==> src/hdl/lsq_pkg.sv <==
// lsq_pkg: shared types, codes and helpers of the line strip quad expander
// used by lsq_norm and line_strip_to_quads; no dependencies
`timescale 1ns / 1ps
`default_nettype none

package lsq_pkg;

   // register index codes of the csr port
   localparam logic [2:0] CSR_CENTER_X   = 3'd0;
   localparam logic [2:0] CSR_CENTER_Y   = 3'd1;
   localparam logic [2:0] CSR_CENTER_Z   = 3'd2;
   localparam logic [2:0] CSR_HALF_WIDTH = 3'd3;
   localparam logic [2:0] CSR_OVERSHOOT  = 3'd4;

   // 0.1 in Q16.16
   localparam logic [30:0] DEFAULT_WIDTH = 31'd6554;

   localparam logic KIND_VERTEX   = 1'b0;
   localparam logic KIND_TRIANGLE = 1'b1;

   typedef enum logic [6:0] {
      ST_IDLE  = 7'b0000001,
      ST_NRM_N = 7'b0000010,
      ST_NRM_T = 7'b0000100,
      ST_CROSS = 7'b0001000,
      ST_NRM_B = 7'b0010000,
      ST_SCALE = 7'b0100000,
      ST_OUT   = 7'b1000000
   } top_state_type;

   typedef enum logic [4:0] {
      NS_IDLE   = 5'b00001,
      NS_SHIFT  = 5'b00010,
      NS_SQUARE = 5'b00100,
      NS_ROOT   = 5'b01000,
      NS_DIVIDE = 5'b10000
   } norm_state_type;

   // handshake between the sequencer and the normalizer
   typedef struct packed {
      logic start;
   } norm_req_type;

   typedef struct packed {
      logic done;
   } norm_rsp_type;

   function automatic logic [31:0] sat32(input logic signed [34:0] v);
      logic [31:0] r;
      if (v > 35'sd2147483647) begin
         r = 32'h7fff_ffff;
      end else if (v < -35'sd2147483648) begin
         r = 32'h8000_0000;
      end else begin
         r = v[31:0];
      end
      return r;
   endfunction

   // base +/- tangent offset +/- bitangent offset, saturated
   function automatic logic [31:0] vtx_coord(input logic signed [31:0] base,
                                             input logic signed [33:0] tofs,
                                             input logic signed [33:0] bofs,
                                             input logic fwd,
                                             input logic plus);
      logic signed [34:0] acc;
      acc = 35'(base);
      acc = fwd  ? acc + 35'(tofs) : acc - 35'(tofs);
      acc = plus ? acc + 35'(bofs) : acc - 35'(bofs);
      return sat32(acc);
   endfunction

endpackage

`default_nettype wire

==> src/hdl/lsq_norm.sv <==
// lsq_norm: iterative vector normalizer giving a Q2.14 unit vector
// needs lsq_pkg; one squaring multiplier, a bit-serial root and a restoring divider
`timescale 1ns / 1ps
`default_nettype none

module lsq_norm (
   input  wire                    clock,
   input  wire                    reset,
   input  lsq_pkg::norm_req_type  req,
   input  wire  signed [33:0]     vec_x,
   input  wire  signed [33:0]     vec_y,
   input  wire  signed [33:0]     vec_z,
   output lsq_pkg::norm_rsp_type  rsp,
   output logic signed [15:0]     unit_x,
   output logic signed [15:0]     unit_y,
   output logic signed [15:0]     unit_z
);
   import lsq_pkg::*;

   norm_state_type state_ff, state_in;
   logic [33:0] mag_ff [3];
   logic [33:0] mag_in [3];
   logic [2:0]  neg_ff, neg_in;
   logic [33:0] m_ff, m_in;
   logic [1:0]  cnt_ff, cnt_in;
   logic [3:0]  step_ff, step_in;
   logic [50:0] sum_ff, sum_in;
   logic [47:0] prod_ff, prod_in;
   logic [50:0] rad_ff, rad_in;
   logic [51:0] root_ff, root_in;
   logic [50:0] bit_ff, bit_in;
   logic [24:0] len_ff, len_in;
   logic [38:0] rem_ff, rem_in;
   logic [39:0] den_ff, den_in;
   logic [15:0] quo_ff, quo_in;
   logic signed [15:0] unit_ff [3];
   logic signed [15:0] unit_in [3];
   logic done_ff, done_in;

   logic [33:0] in_mag [3];
   logic [2:0]  in_neg;
   logic [33:0] in_max;
   logic [23:0] sq_src;
   logic [51:0] trial;
   logic [51:0] root_step;
   logic [1:0]  load_idx;
   logic [24:0] load_len;
   logic [23:0] load_src;
   logic [38:0] load_rem;
   logic [39:0] load_den;
   logic [15:0] quo_next;
   logic [15:0] quo_clamp;

   assign in_neg = {vec_z[33], vec_y[33], vec_x[33]};
   assign in_mag[0] = vec_x[33] ? 34'(-vec_x) : 34'(vec_x);
   assign in_mag[1] = vec_y[33] ? 34'(-vec_y) : 34'(vec_y);
   assign in_mag[2] = vec_z[33] ? 34'(-vec_z) : 34'(vec_z);

   always_comb begin
      in_max = in_mag[0];
      if (in_mag[1] > in_max) begin
         in_max = in_mag[1];
      end
      if (in_mag[2] > in_max) begin
         in_max = in_mag[2];
      end
   end

   always_comb begin
      case (cnt_ff)
         2'd0:    sq_src = mag_ff[0][23:0];
         2'd1:    sq_src = mag_ff[1][23:0];
         default: sq_src = mag_ff[2][23:0];
      endcase
   end

   // one root step
   assign trial = root_ff + {1'b0, bit_ff};
   always_comb begin
      if ({1'b0, rad_ff} >= trial) begin
         root_step = (root_ff >> 1) + {1'b0, bit_ff};
      end else begin
         root_step = root_ff >> 1;
      end
   end

   // divider load: the first component right after the root, else the next one
   always_comb begin
      if (state_ff == NS_ROOT) begin
         load_idx = 2'd0;
         load_len = root_step[24:0];
      end else begin
         load_idx = cnt_ff + 2'd1;
         load_len = len_ff;
      end
      case (load_idx)
         2'd0:    load_src = mag_ff[0][23:0];
         2'd1:    load_src = mag_ff[1][23:0];
         default: load_src = mag_ff[2][23:0];
      endcase
      load_rem = {1'b0, load_src, 14'd0} + 39'(load_len >> 1);
      load_den = {load_len, 15'd0};
   end

   assign quo_next  = {quo_ff[14:0], {1'b0, rem_ff} >= den_ff};
   assign quo_clamp = (quo_next > 16'd16384) ? 16'd16384 : quo_next;

   always_comb begin
      state_in = state_ff;
      mag_in   = mag_ff;
      neg_in   = neg_ff;
      m_in     = m_ff;
      cnt_in   = cnt_ff;
      step_in  = step_ff;
      sum_in   = sum_ff;
      prod_in  = prod_ff;
      rad_in   = rad_ff;
      root_in  = root_ff;
      bit_in   = bit_ff;
      len_in   = len_ff;
      rem_in   = rem_ff;
      den_in   = den_ff;
      quo_in   = quo_ff;
      unit_in  = unit_ff;
      done_in  = 1'b0;
      case (state_ff)
         NS_IDLE: begin
            if (req.start) begin
               mag_in = in_mag;
               neg_in = in_neg;
               m_in   = in_max;
               if (in_max == 34'd0) begin
                  // zero vector stays zero
                  unit_in[0] = 16'sd0;
                  unit_in[1] = 16'sd0;
                  unit_in[2] = 16'sd0;
                  done_in    = 1'b1;
               end else begin
                  state_in = NS_SHIFT;
               end
            end
         end
         NS_SHIFT: begin
            if (m_ff >= 34'd16777216) begin
               mag_in[0] = mag_ff[0] >> 1;
               mag_in[1] = mag_ff[1] >> 1;
               mag_in[2] = mag_ff[2] >> 1;
               m_in      = m_ff >> 1;
            end else if (m_ff < 34'd8388608) begin
               mag_in[0] = mag_ff[0] << 1;
               mag_in[1] = mag_ff[1] << 1;
               mag_in[2] = mag_ff[2] << 1;
               m_in      = m_ff << 1;
            end else begin
               state_in = NS_SQUARE;
               cnt_in   = 2'd0;
               sum_in   = 51'd0;
            end
         end
         NS_SQUARE: begin
            prod_in = sq_src * sq_src;
            if (cnt_ff != 2'd0) begin
               sum_in = sum_ff + 51'(prod_ff);
            end
            cnt_in = cnt_ff + 2'd1;
            if (cnt_ff == 2'd3) begin
               state_in = NS_ROOT;
               rad_in   = sum_ff + 51'(prod_ff);
               root_in  = 52'd0;
               bit_in   = 51'd1 << 50;
            end
         end
         NS_ROOT: begin
            if ({1'b0, rad_ff} >= trial) begin
               rad_in = rad_ff - trial[50:0];
            end
            root_in = root_step;
            bit_in  = bit_ff >> 2;
            if (bit_ff[0]) begin
               len_in   = root_step[24:0];
               rem_in   = load_rem;
               den_in   = load_den;
               quo_in   = 16'd0;
               step_in  = 4'd0;
               cnt_in   = 2'd0;
               state_in = NS_DIVIDE;
            end
         end
         NS_DIVIDE: begin
            if ({1'b0, rem_ff} >= den_ff) begin
               rem_in = rem_ff - den_ff[38:0];
            end
            den_in  = den_ff >> 1;
            quo_in  = quo_next;
            step_in = step_ff + 4'd1;
            if (step_ff == 4'd15) begin
               unit_in[cnt_ff] = neg_ff[cnt_ff] ? -$signed(quo_clamp) : $signed(quo_clamp);
               if (cnt_ff == 2'd2) begin
                  done_in  = 1'b1;
                  state_in = NS_IDLE;
               end else begin
                  cnt_in  = cnt_ff + 2'd1;
                  rem_in  = load_rem;
                  den_in  = load_den;
                  quo_in  = 16'd0;
                  step_in = 4'd0;
               end
            end
         end
         default: begin
            state_in = NS_IDLE;
         end
      endcase
   end

   always_ff @(posedge clock) begin
      if (reset) begin
         state_ff <= NS_IDLE;
         done_ff  <= 1'b0;
      end else begin
         state_ff <= state_in;
         done_ff  <= done_in;
      end
      mag_ff  <= mag_in;
      neg_ff  <= neg_in;
      m_ff    <= m_in;
      cnt_ff  <= cnt_in;
      step_ff <= step_in;
      sum_ff  <= sum_in;
      prod_ff <= prod_in;
      rad_ff  <= rad_in;
      root_ff <= root_in;
      bit_ff  <= bit_in;
      len_ff  <= len_in;
      rem_ff  <= rem_in;
      den_ff  <= den_in;
      quo_ff  <= quo_in;
      unit_ff <= unit_in;
   end

   assign rsp.done = done_ff;
   assign unit_x   = unit_ff[0];
   assign unit_y   = unit_ff[1];
   assign unit_z   = unit_ff[2];

endmodule

`default_nettype wire

==> config.mk <==
export PLATFORM = sky130hd
export DESIGN_NAME = lsq_norm
export DESIGN_NICKNAME = d
export VERILOG_FILES = /design/src/hdl/lsq_pkg.sv /design/src/hdl/lsq_norm.sv
export SDC_FILE = /design/constraint.sdc
export NUM_CORES = 2
export LEC_CHECK = 0
export BUFFER_PORTS_ARGS = -buffer_cell sky130_fd_sc_hd__buf_2
export CELL_PAD_IN_SITES_DETAIL_PLACEMENT = 1
export CELL_PAD_IN_SITES_GLOBAL_PLACEMENT = 1
export CORE_UTILIZATION = 35
export CTS_CLUSTER_SIZE = 20
export DETAILED_ROUTE_END_ITERATION = 8
export PLACE_DENSITY_LB_ADDON = 0.1
export SYNTH_ARGS = -nofsm -noshare
export SYNTH_HDL_FRONTEND = slang
export SYNTH_SLANG_ARGS = --single-unit
==> constraint.sdc <==
create_clock -name clock -period 33.9 [get_ports clock]
set_input_delay 3.39 -clock clock [delete_from_list [all_inputs] [get_ports clock]]
set_output_delay 3.39 -clock clock [all_outputs]
set_load 0.1 [all_outputs]
## Word level (Yosys, flattened, before mapping)

Cells that the tools add are included.

| word-level totals | value |
|---|---|
| flip-flop bits (word level) | 571 |
| input bits | 105 |
| output and inout bits | 49 |

| cells by class | value |
|---|---|
| add/sub/neg operators | 12 |
| multiply operators | 1 |
| magnitude comparators | 10 |
| eq/ne operators | 23 |
| muxes and demuxes | 77 |
| bitwise operators | 1 |
| reductions and logical operators | 21 |

Operators by type and width:

| operator | count |
|---|---|
| 102-bit 2-to-1 mux | 3 |
| 51-bit 2-to-1 mux | 6 |
| 51-bit one-hot mux with 2 select lines | 3 |
| 34-bit 2-to-1 mux | 8 |
| 102-bit one-hot mux with 2 select lines | 1 |
| 39-bit 2-to-1 mux | 4 |
| 48-bit 2-to-1 mux | 3 |
| 40-bit 2-to-1 mux | 3 |
| 52-bit 2-to-1 mux | 2 |
| 52-bit one-hot mux with 2 select lines | 1 |
| 34-bit negator | 3 |
| 24-bit one-hot mux with 2 select lines | 2 |
| 48-bit one-hot mux with 2 select lines | 1 |
| 40-bit one-hot mux with 2 select lines | 1 |
| 39-bit one-hot mux with 2 select lines | 1 |
| 34-bit > comparator | 2 |
| 34-bit one-hot mux with 2 select lines | 1 |
| 51-bit by 51-bit adder with 52-bit output | 1 |
| 52-bit by 51-bit adder with 52-bit output | 1 |
| 51-bit by 52-bit greater-or-equal comparator with 1-bit output | 1 |
| 51-bit by 48-bit adder with 51-bit output | 1 |
| 51-bit subtractor | 1 |
| 48-bit bitwise mux | 1 |
| 24-bit by 24-bit multiplier with 48-bit output | 1 |
| 47 further kinds | 93 |

## Longest topological paths before layout

| depth | value |
|---|---|
| word-level depth | 10 |
| mapped depth | 42 |
| depth with buffers taken out | 40 |

## Worst setup path after synthesis

Ideal clock, no wire load.

| timing | value |
|---|---|
| kind | in2reg |
| from | input port req |
| to | register m_ff[0], enable pin |
| arrival time | 12.924 ns |
| data required time | 33.081 ns |
| slack | 20.157 ns |
| stages | 2 |
| cell sequence | inv_1 -> o21ai_0 |

| on the way | value |
|---|---|
| longest elaborated chain between the ends | 2 |

Ends and longest elaborated chain:

| what | line | RTL |
|---|---|---|
| from (decl) | lsq_norm.sv:9 | `input lsq_pkg::norm_req_type req,` |
| 2-bit != test (no line) | n/a |  |
| 3-bit AND reduction (no line) | n/a |  |
| to (signal assigned) | lsq_norm.sv:226 | `m_ff <= m_in;` |
| to (decl) | lsq_norm.sv:24 | `logic [33:0] m_ff, m_in;` |

No other way between the ends.
A chain may end at the register's enable or synchronous reset.

## Worst setup path in the final report

| timing | value |
|---|---|
| from | input port vec_x[10] |
| to | register unit_ff (netlist bit unit_y[0]), enable pin |

| on the way | value |
|---|---|
| longest elaborated chain between the ends | 9 |

Ends and longest elaborated chain:

| what | line | RTL |
|---|---|---|
| from (decl) | lsq_norm.sv:10 | `input wire signed [33:0] vec_x,` |
| 34-bit negator | lsq_norm.sv:55 | `assign in_mag[0] = vec_x[33] ? 34'(-vec_x) : 34'(vec_x);` |
| 34-bit 2-to-1 mux * | lsq_norm.sv:55 |  |
| 34-bit > comparator | lsq_norm.sv:61 | `if (in_mag[1] > in_max) begin` |
| 34-bit 2-to-1 mux * | lsq_norm.sv:61 |  |
| 34-bit > comparator | lsq_norm.sv:64 | `if (in_mag[2] > in_max) begin` |
| 34-bit 2-to-1 mux * | lsq_norm.sv:64 |  |
| 34-bit logical NOT * | lsq_norm.sv:132 | `if (in_max == 34'd0) begin` |
| 2-bit != test (no line) * | n/a |  |
| 4-bit AND reduction (no line) * | n/a |  |
| to (signal assigned) | lsq_norm.sv:238 | `unit_ff <= unit_in;` |
| to (decl) | lsq_norm.sv:36 | `logic signed [15:0] unit_ff [3];` |

Every way passes the cells marked *; elsewhere a longest branch is shown, timed or not.

==> results_dict.tcl <==
set metrics [dict create \
    ioPinCount 154 \
    wl_per_cell_um 23.41 \
    cts_setup_buffers 0 \
    grt_max_degree 201 \
    rsz0062_at_grt "no" \
    synth_cell_types 97 \
    cts_hold_buffers 0 \
    critical-path-max-stage-delay_ps 970 \
    pre_cts_slack_ps 20140 \
    dr_total_vias 45320 \
    dieArea_mm2 0.1601 \
    core_area_mm2 0.1568 \
    cts.clk_slew.worst_paths_ps 60 \
    run_status "finished, final reports clean" \
    first_pass_iters 5 \
    period_share_pct 39.15 \
    holdWs_ps 570.0 \
    routed_via_density 5.482 \
    ant_nets 0 \
    critPathBufInv 4 \
    setup_violations 0 \
    synthArstFlopShare_pct 0 \
    slew-limit-headroom_pct 21.50 \
    final_nets 7124 \
    worst-setup-path-type "in2reg" \
    grt_pass1_vias 47380 \
    post_cts_resized 0 \
    cts_sinks 545 \
    fmax_mhz 75.34 \
    dieWidth_um 400.2 \
    final_core_util_pct 39.23 \
    finClkSkew_ps 78.57 \
    clockBufferDepth 3 \
    grt_antenna_before_repair 5 \
    rrSetupSlack_ps 22720 \
    cpLargestDelayFamily "simple AND/OR/NAND/NOR gates" \
    port_buffers 153 \
    cp-start-kind "input port" \
    cp_max_fo 48 \
    drive_gt1_share_pct 7.668 \
    critPathArrivalTime_ps 13610 \
    syn_area_mm2 0.05549 \
    ys_ff_latch 545 \
    worst_pin_slew_ps 1173 \
    die_h_um 400.2 \
    hold_viol_final 0 \
    synth-main-ff-cell "edfxtp_1" \
    synth-edff-count 539 \
    areaGrowthSynthToFinish_pct 10.81 \
    tns_ps 0 \
    end_kind "flip-flop" \
    drc_errors 0 \
    max-cap-violations 0 \
    hp-start "den_ff[10]" \
    grt_usage_pct 24.28 \
    cts_tree "yes" \
    fin_ws_ps 20630 \
    grt_first_pass_wirelength_um 297600 \
    worstPathRequired_ps 34230 \
    start_util_pct 35.40 \
    root_buffer "clkbuf_16" \
    place_hpwl_um 147400 \
    gp_congestion 0.8771 \
    synth_seq_area_share_pct 29.38 \
    period_minus_slack_ps 13270 \
    drtIter0Drc 2772 \
    hold_path.class "reg2reg" \
    cts_buffers 75 \
    grt-ovfl-total 0 \
    crit_start "vec_x[10]" \
    slew_violations 0 \
    clk_latency_ps 700 \
    critPathSlowestCell "a2111oi_1" \
    worstReg2RegStart "cnt_ff[0]" \
    synthCells 6061 \
    drt_wl_total_um 193500 \
    fp-row-count 145 \
    ys_warn_count 0 \
    synth.net_count 7039 \
    syn_area_per_cell_um2 9.156 \
    htreeDepth 3 \
]
[sequential cells by signal, indices dropped and copies added, names as in the netlist, 25 cells and up]
| register | cells |
|---|---|
| m_ff | 34 |
| len_ff | 25 |
| mag_ff | 102 |
| rem_ff | 39 |
| den_ff | 40 |
| bit_ff | 26 |
| sum_ff | 51 |
| rad_ff | 51 |
| root_ff | 52 |
| prod_ff | 47 |
[worst paths after layout]
kind | endpoint | depth (start not counted)
setup / recovery | unit_y[0] | 28
hold / removal | den_ff[9] | 2
setup reg to reg | prod_ff[46] | 33
hold reg to reg | den_ff[9] | 2
[layout make-up]
class | instances | area, µm²
Clock inverter | 57 | 738.2
Timing Repair Buffer | 251 | 1526
Multi-Input combinational cell | 4688 | 36240
Clock buffer | 82 | 1903
Inverter | 585 | 2198
Fill cell | 18090 | 95260
Sequential cell | 545 | 16310
Antenna cell | 1 | 2.502
Tap cell | 2058 | 2575
[tightest hold or removal path, stage by stage, from the launching register on]
cell and delay [ps]:
edfxtp_1 320, inv_1 50, nor2_1 90
[stage by stage]
step	instance area, µm²	cells
CTS	61490	8266
global route	61490	8266
detailed placement	58850	8127
global placement	58850	8127
floorplan	55490	6061
finish	61490	8267
[synthesized netlist by cell type (48+ instances only)]
| cell type | count | area (µm²) |
|---|---|---|
| edfxtp_1 | 539 | 16190 |
| and3_1 | 77 | 481.7 |
| a31oi_1 | 148 | 925.9 |
| nand3_1 | 89 | 445.4 |
| xor2_1 | 143 | 1252 |
| nor3_1 | 94 | 470.5 |
| clkbuf_1 | 219 | 822.0 |
| a21o_1 | 141 | 1059 |
| xnor2_1 | 240 | 2102 |
| o21ai_0 | 303 | 1516 |
| fa_1 | 425 | 8508 |
| inv_1 | 575 | 2158 |
| a211oi_1 | 67 | 503.0 |
| nor2_1 | 624 | 2342 |
| ha_1 | 448 | 5605 |
| o21bai_1 | 48 | 360.4 |
| and2_1 | 80 | 500.5 |
| a21oi_1 | 366 | 1832 |
| nand2_1 | 671 | 2519 |
[kinds of logic (layout without fill, tap and decap cells)]
family | count (synthesis) | in the layout | synth area share [%]
AO/OA/AOI/OAI | 1438 | 1438 | 16.61
XOR/XNOR | 384 | 384 | 6.074
adder cells (fa/ha/maj) | 873 | 873 | 25.43
buffers and inverters | 828 | 975 | 5.623
flip-flops | 545 | 545 | 29.38
multiplexers | 42 | 42 | 0.7711
other | 0 | 1 | 0
AND/OR/NAND/NOR | 1951 | 1951 | 16.10
[per-layer routing]
layer	global-route usage, %	vias up	part of all wire (%)
met1	35.19	22960	48
li1	-	21370	-
met3	2.466	171	4.1
met2	38.82	827	45
met5	0	-	0
met4	5.486	0	2.0
[cell usage in the layout, fill, tap and decap left out, types with 42 or more instances in the layout]
cell type / Yosys / routed
buf_4: 0 / 96
nand2b_1: 44 / 43
xnor2_1: 240 / 240
o21ai_0: 303 / 300
o21bai_1: 48 / 48
a211oi_1: 67 / 67
a21oi_1: 366 / 354
o31ai_1: 42 / 42
buf_2: 4 / 153
clkbuf_16: 0 / 75
nand2_1: 671 / 669
o21a_1: 45 / 45
fa_1: 425 / 425
xor2_1: 143 / 143
a31oi_1: 148 / 148
nand3_1: 89 / 88
ha_1: 448 / 446
and3_1: 77 / 77
nor2_1: 624 / 619
inv_1: 575 / 573
or3_1: 45 / 45
edfxtp_1: 539 / 539
nor3_1: 94 / 94
and2_1: 80 / 80
a21o_1: 141 / 141
Power is left out: the tool's default activity adds up to more than one toggle a clock period on the data nets, which glitch-free logic cannot reach.
